[config.mk]
export PLATFORM = sky130hd
export DESIGN_NAME = sensor_matrix_debouncer_unit
export DESIGN_NICKNAME = d
export VERILOG_FILES = /design/src/sv/smd_pkg.sv /design/src/sv/smd_row_update.sv /design/src/sv/sensor_matrix_debouncer_unit.sv
export SDC_FILE = /design/constraint.sdc
export NUM_CORES = 1
export LEC_CHECK = 0
export ABC_CLOCK_PERIOD_IN_PS = 6600
export BUFFER_PORTS_ARGS = -buffer_cell sky130_fd_sc_hd__buf_2
export CORE_MARGIN = 10
export CORE_UTILIZATION = 50
export CTS_BUF_LIST = sky130_fd_sc_hd__clkbuf_4 sky130_fd_sc_hd__clkbuf_8 sky130_fd_sc_hd__clkbuf_16
export DETAILED_ROUTE_END_ITERATION = 10
export GPL_TIMING_DRIVEN = 0
export HOLD_SLACK_MARGIN = 0.06
export PLACE_DENSITY = 0.66
export RECOVER_POWER = 100
export REMOVE_ABC_BUFFERS = 1
export SYNTH_ARGS = -nofsm -noshare
export SYNTH_HDL_FRONTEND = slang
export SYNTH_HIERARCHICAL = 1
export SYNTH_SLANG_ARGS = --single-unit
export TNS_END_PERCENT = 1
[constraint.sdc]
create_clock -name clk -period 6.6 [get_ports clk]
set_clock_uncertainty 0.15 [all_clocks]
set_input_delay 0.99 -clock clk [delete_from_list [all_inputs] [get_ports clk]]
set_output_delay 0.99 -clock clk [all_outputs]
set_load 0.01 [all_outputs]
[src/sv/smd_pkg.sv]
// smd_pkg: shared types and constants of the sensor matrix debouncer
// used by smd_row_update and sensor_matrix_debouncer_unit; no dependencies

package smd_pkg;

	localparam int ROWS   = 8;
	localparam int FILES  = 8;
	localparam int ROW_W  = 3;
	localparam int BUS_W  = 8;
	localparam int CONF_W = 4;

	localparam logic [CONF_W-1:0] THRESHOLD_RESET = CONF_W'(3);

	// one square: confidence counter and debounced state
	typedef struct packed {
		logic [CONF_W-1:0] conf;
		logic              active;
	} square_t;

	// one memory word holds a whole row of squares
	typedef square_t [FILES-1:0] row_word_t;

	// what the row update hands back to the top level
	typedef struct packed {
		row_word_t        word;
		logic [BUS_W-1:0] active_mask;
		logic [BUS_W-1:0] changed_mask;
	} row_result_t;

endpackage

[src/sv/smd_row_update.sv]
// smd_row_update: per-row counter update of the debouncer, all files in parallel
// depends on smd_pkg

module smd_row_update
	import smd_pkg::*;
(
	input  row_word_t         word_in,
	input  logic [BUS_W-1:0]  idle_mask,
	input  logic [BUS_W-1:0]  detect_mask,
	input  logic [CONF_W-1:0] threshold,
	output row_result_t       result
);

	// saturating counter step and state flip for each file
	always_comb begin
		result = '0;
		for (int f = 0; f < FILES; f++) begin
			logic [CONF_W-1:0] c;
			logic              a;
			c = word_in[f].conf;
			a = word_in[f].active;
			if (idle_mask[f]) begin
				if (detect_mask[f]) begin
					if (c < threshold) begin
						c = c + CONF_W'(1);
					end
					if (c == threshold && !a) begin
						a = 1'b1;
						result.changed_mask[f] = 1'b1;
					end
				end else begin
					if (c != '0) begin
						c = c - CONF_W'(1);
					end
					if (c == '0 && a) begin
						a = 1'b0;
						result.changed_mask[f] = 1'b1;
					end
				end
			end
			result.word[f].conf   = c;
			result.word[f].active = a;
			result.active_mask[f] = a;
		end
	end

endmodule

[src/sv/sensor_matrix_debouncer_unit.sv]
// sensor_matrix_debouncer_unit: top level of the sensor matrix debouncer
// depends on smd_pkg and smd_row_update
//
// Usage:
//   Input channel (in_valid / in_stall) carries one raw bus sample per request
//   with its row, the pre-selection bus level and first / last markers.
//   Only a request with last_sample set produces a result on the output
//   channel (out_valid / out_stall): the row, its debounced active bits,
//   the squares that flipped and a summary flag.
//   The row states live in an 8-entry memory, one 40-bit word per row.
//   A last sample reads its row at the accepting edge into the update stage,
//   which updates it and writes it back as it advances, and the result is
//   registered in the output register at that same edge.
//   Throughput is one request per cycle while in_stall is low; back-to-back
//   scans of a row take the just-written word from a forwarding register.
//   When the receiver stalls, the result holds in the output register, one
//   more result waits in the update stage, and in_stall rises only when
//   both are full and the receiver still stalls.
//   Reset clears the per-row valid bits, so every square reads as inactive
//   with a zero counter; no clearing pass is needed. The threshold resets
//   to 3 and must be written via cfg_wr_en / cfg_wr_data while idle (unchecked).

module sensor_matrix_debouncer_unit
	import smd_pkg::*;
(
	input  logic              clk,
	input  logic              arst_n,
	input  logic              cfg_wr_en,
	input  logic [CONF_W-1:0] cfg_wr_data,
	input  logic              in_valid,
	output logic              in_stall,
	input  logic [ROW_W-1:0]  row_index,
	input  logic [BUS_W-1:0]  sample_bus,
	input  logic [BUS_W-1:0]  idle_bus,
	input  logic              first_sample,
	input  logic              last_sample,
	output logic              out_valid,
	input  logic              out_stall,
	output logic [ROW_W-1:0]  result_row,
	output logic [BUS_W-1:0]  active_mask,
	output logic [BUS_W-1:0]  changed_mask,
	output logic              any_changed
);

	logic [CONF_W-1:0] threshold_q;
	logic [BUS_W-1:0]  idle_latch_q;
	logic [BUS_W-1:0]  detect_acc_q;
	logic [BUS_W-1:0]  idle_next;
	logic [BUS_W-1:0]  detect_next;

	row_word_t         mem [ROWS];
	logic [ROWS-1:0]   row_vld_q;

	logic              valid_s1;
	logic [ROW_W-1:0]  row_s1;
	logic [BUS_W-1:0]  idle_s1;
	logic [BUS_W-1:0]  detect_s1;
	row_word_t         rdata_s1;
	logic              rvld_s1;

	logic              fwd_valid_q;
	logic [ROW_W-1:0]  fwd_row_q;
	row_word_t         fwd_word_q;

	logic              out_valid_q;
	logic [ROW_W-1:0]  result_row_q;
	logic [BUS_W-1:0]  active_mask_q;
	logic [BUS_W-1:0]  changed_mask_q;

	logic              in_accept;
	logic              s1_adv;
	row_word_t         word_s1;
	row_result_t       upd;

	// handshake control
	assign s1_adv    = valid_s1 && (!out_valid_q || !out_stall);
	assign in_stall  = valid_s1 && !s1_adv;
	assign in_accept = in_valid && !in_stall;

	// threshold register
	always_ff @(posedge clk or negedge arst_n) begin
		if (!arst_n) begin
			threshold_q <= THRESHOLD_RESET;
		end else if (cfg_wr_en) begin
			threshold_q <= cfg_wr_data;
		end
	end

	// latch and detect accumulator for the row scan in progress
	always_comb begin
		if (first_sample) begin
			idle_next   = idle_bus;
			detect_next = ~sample_bus;
		end else begin
			idle_next   = idle_latch_q;
			detect_next = detect_acc_q & ~sample_bus;
		end
	end

	always_ff @(posedge clk or negedge arst_n) begin
		if (!arst_n) begin
			idle_latch_q <= '0;
			detect_acc_q <= '0;
		end else if (in_accept) begin
			idle_latch_q <= idle_next;
			detect_acc_q <= detect_next;
		end
	end

	// update stage control
	always_ff @(posedge clk or negedge arst_n) begin
		if (!arst_n) begin
			valid_s1 <= 1'b0;
		end else if (in_accept) begin
			valid_s1 <= last_sample;
		end else if (s1_adv) begin
			valid_s1 <= 1'b0;
		end
	end

	// row memory read, issued at acceptance of a last sample
	always_ff @(posedge clk) begin
		if (in_accept && last_sample) begin
			rdata_s1  <= mem[row_index];
			row_s1    <= row_index;
			idle_s1   <= idle_next;
			detect_s1 <= detect_next;
		end
	end

	always_ff @(posedge clk or negedge arst_n) begin
		if (!arst_n) begin
			rvld_s1 <= 1'b0;
		end else if (in_accept && last_sample) begin
			rvld_s1 <= row_vld_q[row_index];
		end
	end

	// pick forwarded word, memory word or the cleared value
	always_comb begin
		if (fwd_valid_q && fwd_row_q == row_s1) begin
			word_s1 = fwd_word_q;
		end else if (rvld_s1) begin
			word_s1 = rdata_s1;
		end else begin
			word_s1 = '0;
		end
	end

	smd_row_update u_row_update (
		.word_in     (word_s1),
		.idle_mask   (idle_s1),
		.detect_mask (detect_s1),
		.threshold   (threshold_q),
		.result      (upd)
	);

	// write back the updated row
	always_ff @(posedge clk) begin
		if (s1_adv) begin
			mem[row_s1] <= upd.word;
			fwd_row_q   <= row_s1;
			fwd_word_q  <= upd.word;
		end
	end

	always_ff @(posedge clk or negedge arst_n) begin
		if (!arst_n) begin
			row_vld_q   <= '0;
			fwd_valid_q <= 1'b0;
		end else if (s1_adv) begin
			row_vld_q[row_s1] <= 1'b1;
			fwd_valid_q       <= 1'b1;
		end
	end

	// output register
	always_ff @(posedge clk or negedge arst_n) begin
		if (!arst_n) begin
			out_valid_q <= 1'b0;
		end else if (s1_adv) begin
			out_valid_q <= 1'b1;
		end else if (!out_stall) begin
			out_valid_q <= 1'b0;
		end
	end

	always_ff @(posedge clk) begin
		if (s1_adv) begin
			result_row_q   <= row_s1;
			active_mask_q  <= upd.active_mask;
			changed_mask_q <= upd.changed_mask;
		end
	end

	assign out_valid    = out_valid_q;
	assign result_row   = result_row_q;
	assign active_mask  = active_mask_q;
	assign changed_mask = changed_mask_q;
	assign any_changed  = (changed_mask_q != '0);

	// a last sample always reaches the update stage
	assert property (@(posedge clk) disable iff (!arst_n)
		in_accept && last_sample |=> valid_s1)
		else $error("last sample did not enter update stage");

	// a result waiting behind a stalled output is not dropped
	assert property (@(posedge clk) disable iff (!arst_n)
		valid_s1 && out_valid && out_stall |=> valid_s1 && $stable(row_s1))
		else $error("update stage lost a pending result");

	// a stalled result keeps its payload
	assert property (@(posedge clk) disable iff (!arst_n)
		out_valid && out_stall |=> out_valid && $stable(result_row) &&
			$stable(active_mask) && $stable(changed_mask))
		else $error("stalled result changed");

	// updating a row marks it as holding written data
	assert property (@(posedge clk) disable iff (!arst_n)
		s1_adv |=> row_vld_q[$past(row_s1)] && fwd_valid_q)
		else $error("row valid bit not set after write back");

endmodule

# Yosys cells after proc, flatten, opt, wreduce, memory -nomap -nowiden
# Memories as Yosys holds them, arrays and structs flattened. A register that Yosys moved wholly into a read port is not among the register bits.
# Index checks and enable logic that the tools add are counted.
[word_totals] regBits=110 ramBits=320 input_bits=30 out_inout_bits=22 elab_cells=265 mem_count=1
[classes] add_sub_neg=16 n_lt_le_gt_ge=11 n_eq_ne=10 mux=134 bitwise_logic=3 reduce_logical=53
[memory_table] name="mem" depth=8 word_bits=40 read_ports=1 rd_clocked_by_memory_dff=1 wr=1 line_no="sensor_matrix_debouncer_unit.sv:51" text="row_word_t mem [ROWS];"
[op_table] operator="$mux 4" count=64
[op_table] operator="$mux 40" count=2
[op_table] operator="$mux 1" count=64
[op_table] operator="$add 4x1->4 const B" count=8
[op_table] operator="$eq 4x4->1" count=8
[op_table] operator="$logic_not 4->1" count=8
[op_table] operator="$lt 4x4->1" count=8
[op_table] operator="$reduce_bool 4->1" count=8
[op_table] operator="$sub 4x1->4 const B" count=8
[op_table] operator="$logic_and 1x1->1" count=22
[op_table] operator="$mux 8" count=2
[op_table] operator="$logic_not 1->1" count=12
[op_table] operator="$and 8x8->8" count=1
[op_table] operator="$lt 3x4->1 const B" count=2
[op_table] operator="$not 8->8" count=1
[op_table] operator="$or 8x8->8" count=1
[op_table] operator="$reduce_bool 8->1" count=1
[op_table] operator="$bmux 1 s3" count=1
[op_table] operator="$demux 1 s3" count=1
[op_table] operator="$eq 3x3->1" count=1
[op_table] operator="$ge 3x1->1 const B" count=1
[op_table] operator="$ne 2x1->1 const B" count=1
[op_table] operator="$reduce_bool 2->1" count=1
[op_table] operator="$logic_or 1x1->1" count=1

# Logic depth before layout (Yosys ltp)
[logic_depth] ltp_word=12 ltp_mapped=14 mapped_depth_nobuf=11

# Modules after synthesis
# Netlist, hierarchy kept.
[modules_own_cells] module="sensor_matrix_debouncer_unit" instances=1 cells_per_inst=834 area_per_inst_um2=17782.1 seq_area_each_um2=13955.9
[modules_own_cells] module="smd_row_update" instances=1 cells_per_inst=516 area_per_inst_um2=3539.6 seq_area_each_um2=0.0

# Worst setup path after synthesis
# Ideal clock, no wire load.
[synth_timing] path_type="in2reg" start="input out_stall" end="memory mem[1][0] in the netlist's numbering (enable)" setup_ns=0.487 arrival_ns=5.654 t_required_ns=5.963 setup_slack_ns=0.309 cell_stages=4 path_buffers=0 path_cell_list="a21bo_2 -> inv_1 -> nand2_1 -> nor3_1"
[synth_via] elab_chain_len=5
[synth_rtl] element="start: declaration" line_no="sensor_matrix_debouncer_unit.sv:38" text="input logic out_stall,"
[synth_rtl] element="$logic_not 1->1"
[synth_rtl] element="$logic_or 1x1->1" line_no="sensor_matrix_debouncer_unit.sv:76" text="assign s1_adv = valid_s1 && (!out_valid_q || !out_stall);"
[synth_rtl] element="$logic_and 1x1->1" line_no="sensor_matrix_debouncer_unit.sv:76"
[synth_rtl] element="via s1_adv" line_no="sensor_matrix_debouncer_unit.sv:71" text="logic s1_adv;"
[synth_rtl] element="$mux 1" line_no="sensor_matrix_debouncer_unit.sv:160" text="if (s1_adv) begin"
[synth_rtl] element="$mux 1 (not written as such)" line_no="sensor_matrix_debouncer_unit.sv:161" text="mem[row_s1] <= upd.word;"
[synth_rtl] element="end: declaration" line_no="sensor_matrix_debouncer_unit.sv:51"
# The timed path passes the listed nets, and every way through them passes these cells.

==> metrics.md <==
| Metric | Value |
|---|---|
| Largest net degree at the start of global routing | 47 |
| Metal3 WL | ~3500 um |
| Arrival time worst endpoint | roughly 5900 ps |
| Worst skew pair latency | roughly 570 ps |
| Die area | a little over 50000 um^2 |
| Die Wd | approximately 230 um |
| DP Area | around 23000 um^2 |
| Startpoint class of the critical path | flop |
| Filler Cells Inserted | approximately 3300 |
| WL met1 | approximately 21000 um |
| Post-DP HPWL | about 29000 um |
| Worst slew margin | -154% |
| Yosys cell types | between 60 and 70 |
| CTS buffer count | 47 |
| Post-synth EDFFs | between 400 and 500 |
| Final design utilization | ~56% |
| Number of global-route vias before repair | 12100 |
| Final Non-Filler Cells | 1995 |
| Fin. Hold Viols | 0 |
| Post-synth top area cell | edfxtp_1 |
| WL met2 | approximately 21000 um |
| CTS Buffer Depth | 3 |
| Worst-Margin Slew | 3810 ps |
| Gr usage total | around a fifth |
| # rows | between 70 and 80 |
| Layout area overhead | 10.3% |
| Max layer used | met4 |
| Hold WS | ~320 ps |
| Critical Path Sink Type | flop |
| Failing checks | max-capacitance violations, max-slew violations |
| Core area | ~42000 um^2 |
| Avg Vias per Cell | 5.97 |
| Placed cells | about 1900 |
| Largest cells by area after synthesis | edfxtp_1 62%, mux4_2 8.6%, mux2_2 3.7% |
| Die Y | about 230 um |
| Prevailing post-synth register cell | edfxtp_1 |
| Avg Inst Size Synth | between 15 and 20 um^2 |
| Total power divided by cell area | roughly 330 nW/um^2 |
| Postcts setup bufs | 0 |
| Congestion Overflow GR | 0 |
| Sw power | about 2.2 mW |
| Combinational power share | between 10% and 20% |
| Maximum VDD drop | between 0.2 and 0.25 mV |
| LEAKAGE | just over 8 nW |
| Post-synthesis cell area | 21300 um^2 |
| Max_cap viols | 8 |
| CTS tree | done |
| Design Area, Final | 23500 um^2 |
| Final Cycle Share | just under 90% |
| CTS resizes | 0 |
| H-tree depth | 2 |
| Synth Warn # | 6 |
| RSZ-0062 raised after global routing | false |
| Final ANT Viol Nets | 0 |
| Drt pass-1 iters | 5 |
| Net Sw Frac | between 20 and 30% |
| Ant diodes | 0 |
| Tot Pwr | approximately 8 mW |
| GP Congestion | 0.855 |
| Top cell type's share of synthesized area | just over 60% |
| DR DRC count | 0 |
| Max Freq | between 0.15 and 0.2 GHz |
| Worst min path class | reg -> reg |
| Max-slew violation count | 285 |
| Worst-path fanout max | 10 |
| 1st-iter DRT viols | roughly 1200 |
| Post-Syn Instances | between 1000 and 1500 |
| First-pass GRT wire length | between 70000 and 80000 um |
| Crit path required time | about 6700 ps |
| DR vias | 11900 |
| Status | finished with violations |
| Clock power share | approximately 33% |
| Sequential area share after synthesis | 65.5% |
| Total Wirelength | between 40000 and 50000 um |
| Ratio of cells with drive above 1 in the final layout | between 10% and 20% |
| # IOs | between 50 and 60 |
| Minimum clock period | 5860 ps |
| Share of synthesized registers carrying an async set or reset | under 10% |
| Initial Util | 50.7% |
| Setup Crit Path Kind | reg -> reg |
| Nets | approximately 1500 |
| CTS sink cnt | 470 |
| Flops & latches, synth | 470 |
| Setup Viol. Count Final | 0 |
| Int Power | ~5.7 mW |
| Clock-pin slew on the worst setup and hold paths | approximately 60 ps |
| Avg WL per Cell | 23.5 um |
| Initial antenna violation count | 1 |
| Reg power frac | a little under half |
| Cts hold-fix bufs | 0 |
| Root Driver | clkbuf_16 |
| Port bufs | between 50 and 60 |
critical path, cell delays in order, from the launching register on:
cell	delay, ps
edfxtp_1	530
xnor2_1	190
nand4_1	440
clkbuf_1	760
buf_8	270
mux2i_1	580
ha_1	340
a2111oi_0	780
o2111ai_1	320
xnor2_1	230
o2111ai_1	170
o2bb2ai_1	750
synth_stat cells (11+ instances only):
cell type and count:
dfrtp_1 30, inv_1 77, nor2_1 48, a21oi_1 32
ha_1 40, nand2_1 85, a31oi_1 11, mux4_2 81
nor3_1 17, xnor2_1 38, clkbuf_1 38, nand2b_1 19
buf_2 14, o21ai_0 37, mux2i_1 49, mux2_2 70
nand3_1 23, xor2_1 21, edfxtp_1 438
final timing paths:
kind,startpoint,to,slack [ps],depth (start not counted)
max,row_s1[2],mem[2][20],740,11
min,row_vld_q[0],row_vld_q[0],320,1
max reg2reg,row_s1[2],mem[2][20],740,11
min reg2reg,row_vld_q[0],row_vld_q[0],320,1
max in group asynchronous,arst_n,rvld_s1,3880,1
min in group asynchronous,arst_n,valid_s1,960,1
kinds of logic (layout without fill, tap and decap cells):
family	after synthesis	count (layout)	synth area share, %
compound gates	180	180	6.06
xor+xnor	59	59	2.42
fa+ha+maj	40	40	2.35
buf+inv	155	261	3.48
flops	470	470	65.5
mux	201	201	14.7
simple gates	245	245	5.57
layer usage:
metal,global-route usage [%],vias up
met5,0,-
met3,3.49,82
met4,5.22,0
met2,28.4,432
li1,-,5333
met1,26.8,6057
metrics by stage:
stage	setup TNS, ps	setup slack (ps)
finish	0	737
global route	0	367
CTS	0	1110
detailed placement	0	1160
global placement	-1407050	-5250
floorplan	0	309
power by group through the flow:
stage | clock, mW | sequential [mW] | combinational (mW)
after CTS | 2.63 | 3.76 | 1.56
after global routing | 2.75 | 3.78 | 1.71
after detailed placement | 0 | 3.82 | 1.55
after floorplan | 0 | 3.79 | 1.10
after global placement | 0 | 3.85 | 1.44
final | 2.58 | 3.76 | 1.54
final cells by class:
| cell class | count | area (um^2) | share of cell area [%] |
|---|---|---|---|
| clock buffer | 61 | 1310 | 5.58 |
| multi-input combinational | 725 | 6600 | 28.1 |
| sequential | 470 | 14000 | 59.4 |
| tap | 539 | 674 | 2.87 |
| timing repair buffer | 97 | 492 | 2.09 |
| clock inverter | 26 | 186 | 0.793 |
| inverter | 77 | 292 | 1.24 |
layout by cell type, fill, tap and decap left out, types with 9 or more instances in the layout:
master / count
edfxtp_1: 438
nand2_1: 85
mux4_2: 81
inv_1: 75
clkbuf_1: 69
mux2_2: 66
mux2i_1: 49
nor2_1: 49
clkbuf_16: 47
ha_1: 40
xnor2_1: 38
o21ai_0: 38
a21oi_1: 32
dfrtp_1: 29
nand3_1: 23
buf_2: 23
xor2_1: 21
nand2b_1: 19
nor3_1: 17
a31oi_1: 11
o31ai_1: 10
clkinv_2: 10
nor4_1: 9
clkinv_1: 9
clkbuf_4: 9
o22ai_1: 9
o211ai_1: 9
sequential cells by signal, summed over array words and instances, names as in the netlist:
name          flops
fwd_row_q         3
mem             320
idle_latch_q      8
active_mask       8
rvld_s1           1
fwd_word_q       40
detect_s1         8
out_valid         1
valid_s1          1
threshold_q       4
fwd_valid_q       1
idle_s1           8
rdata_s1         40
changed_mask      8
row_vld_q         8
detect_acc_q      8
row_s1            3
No activity file was read; power rests on OpenSTA's default activity.
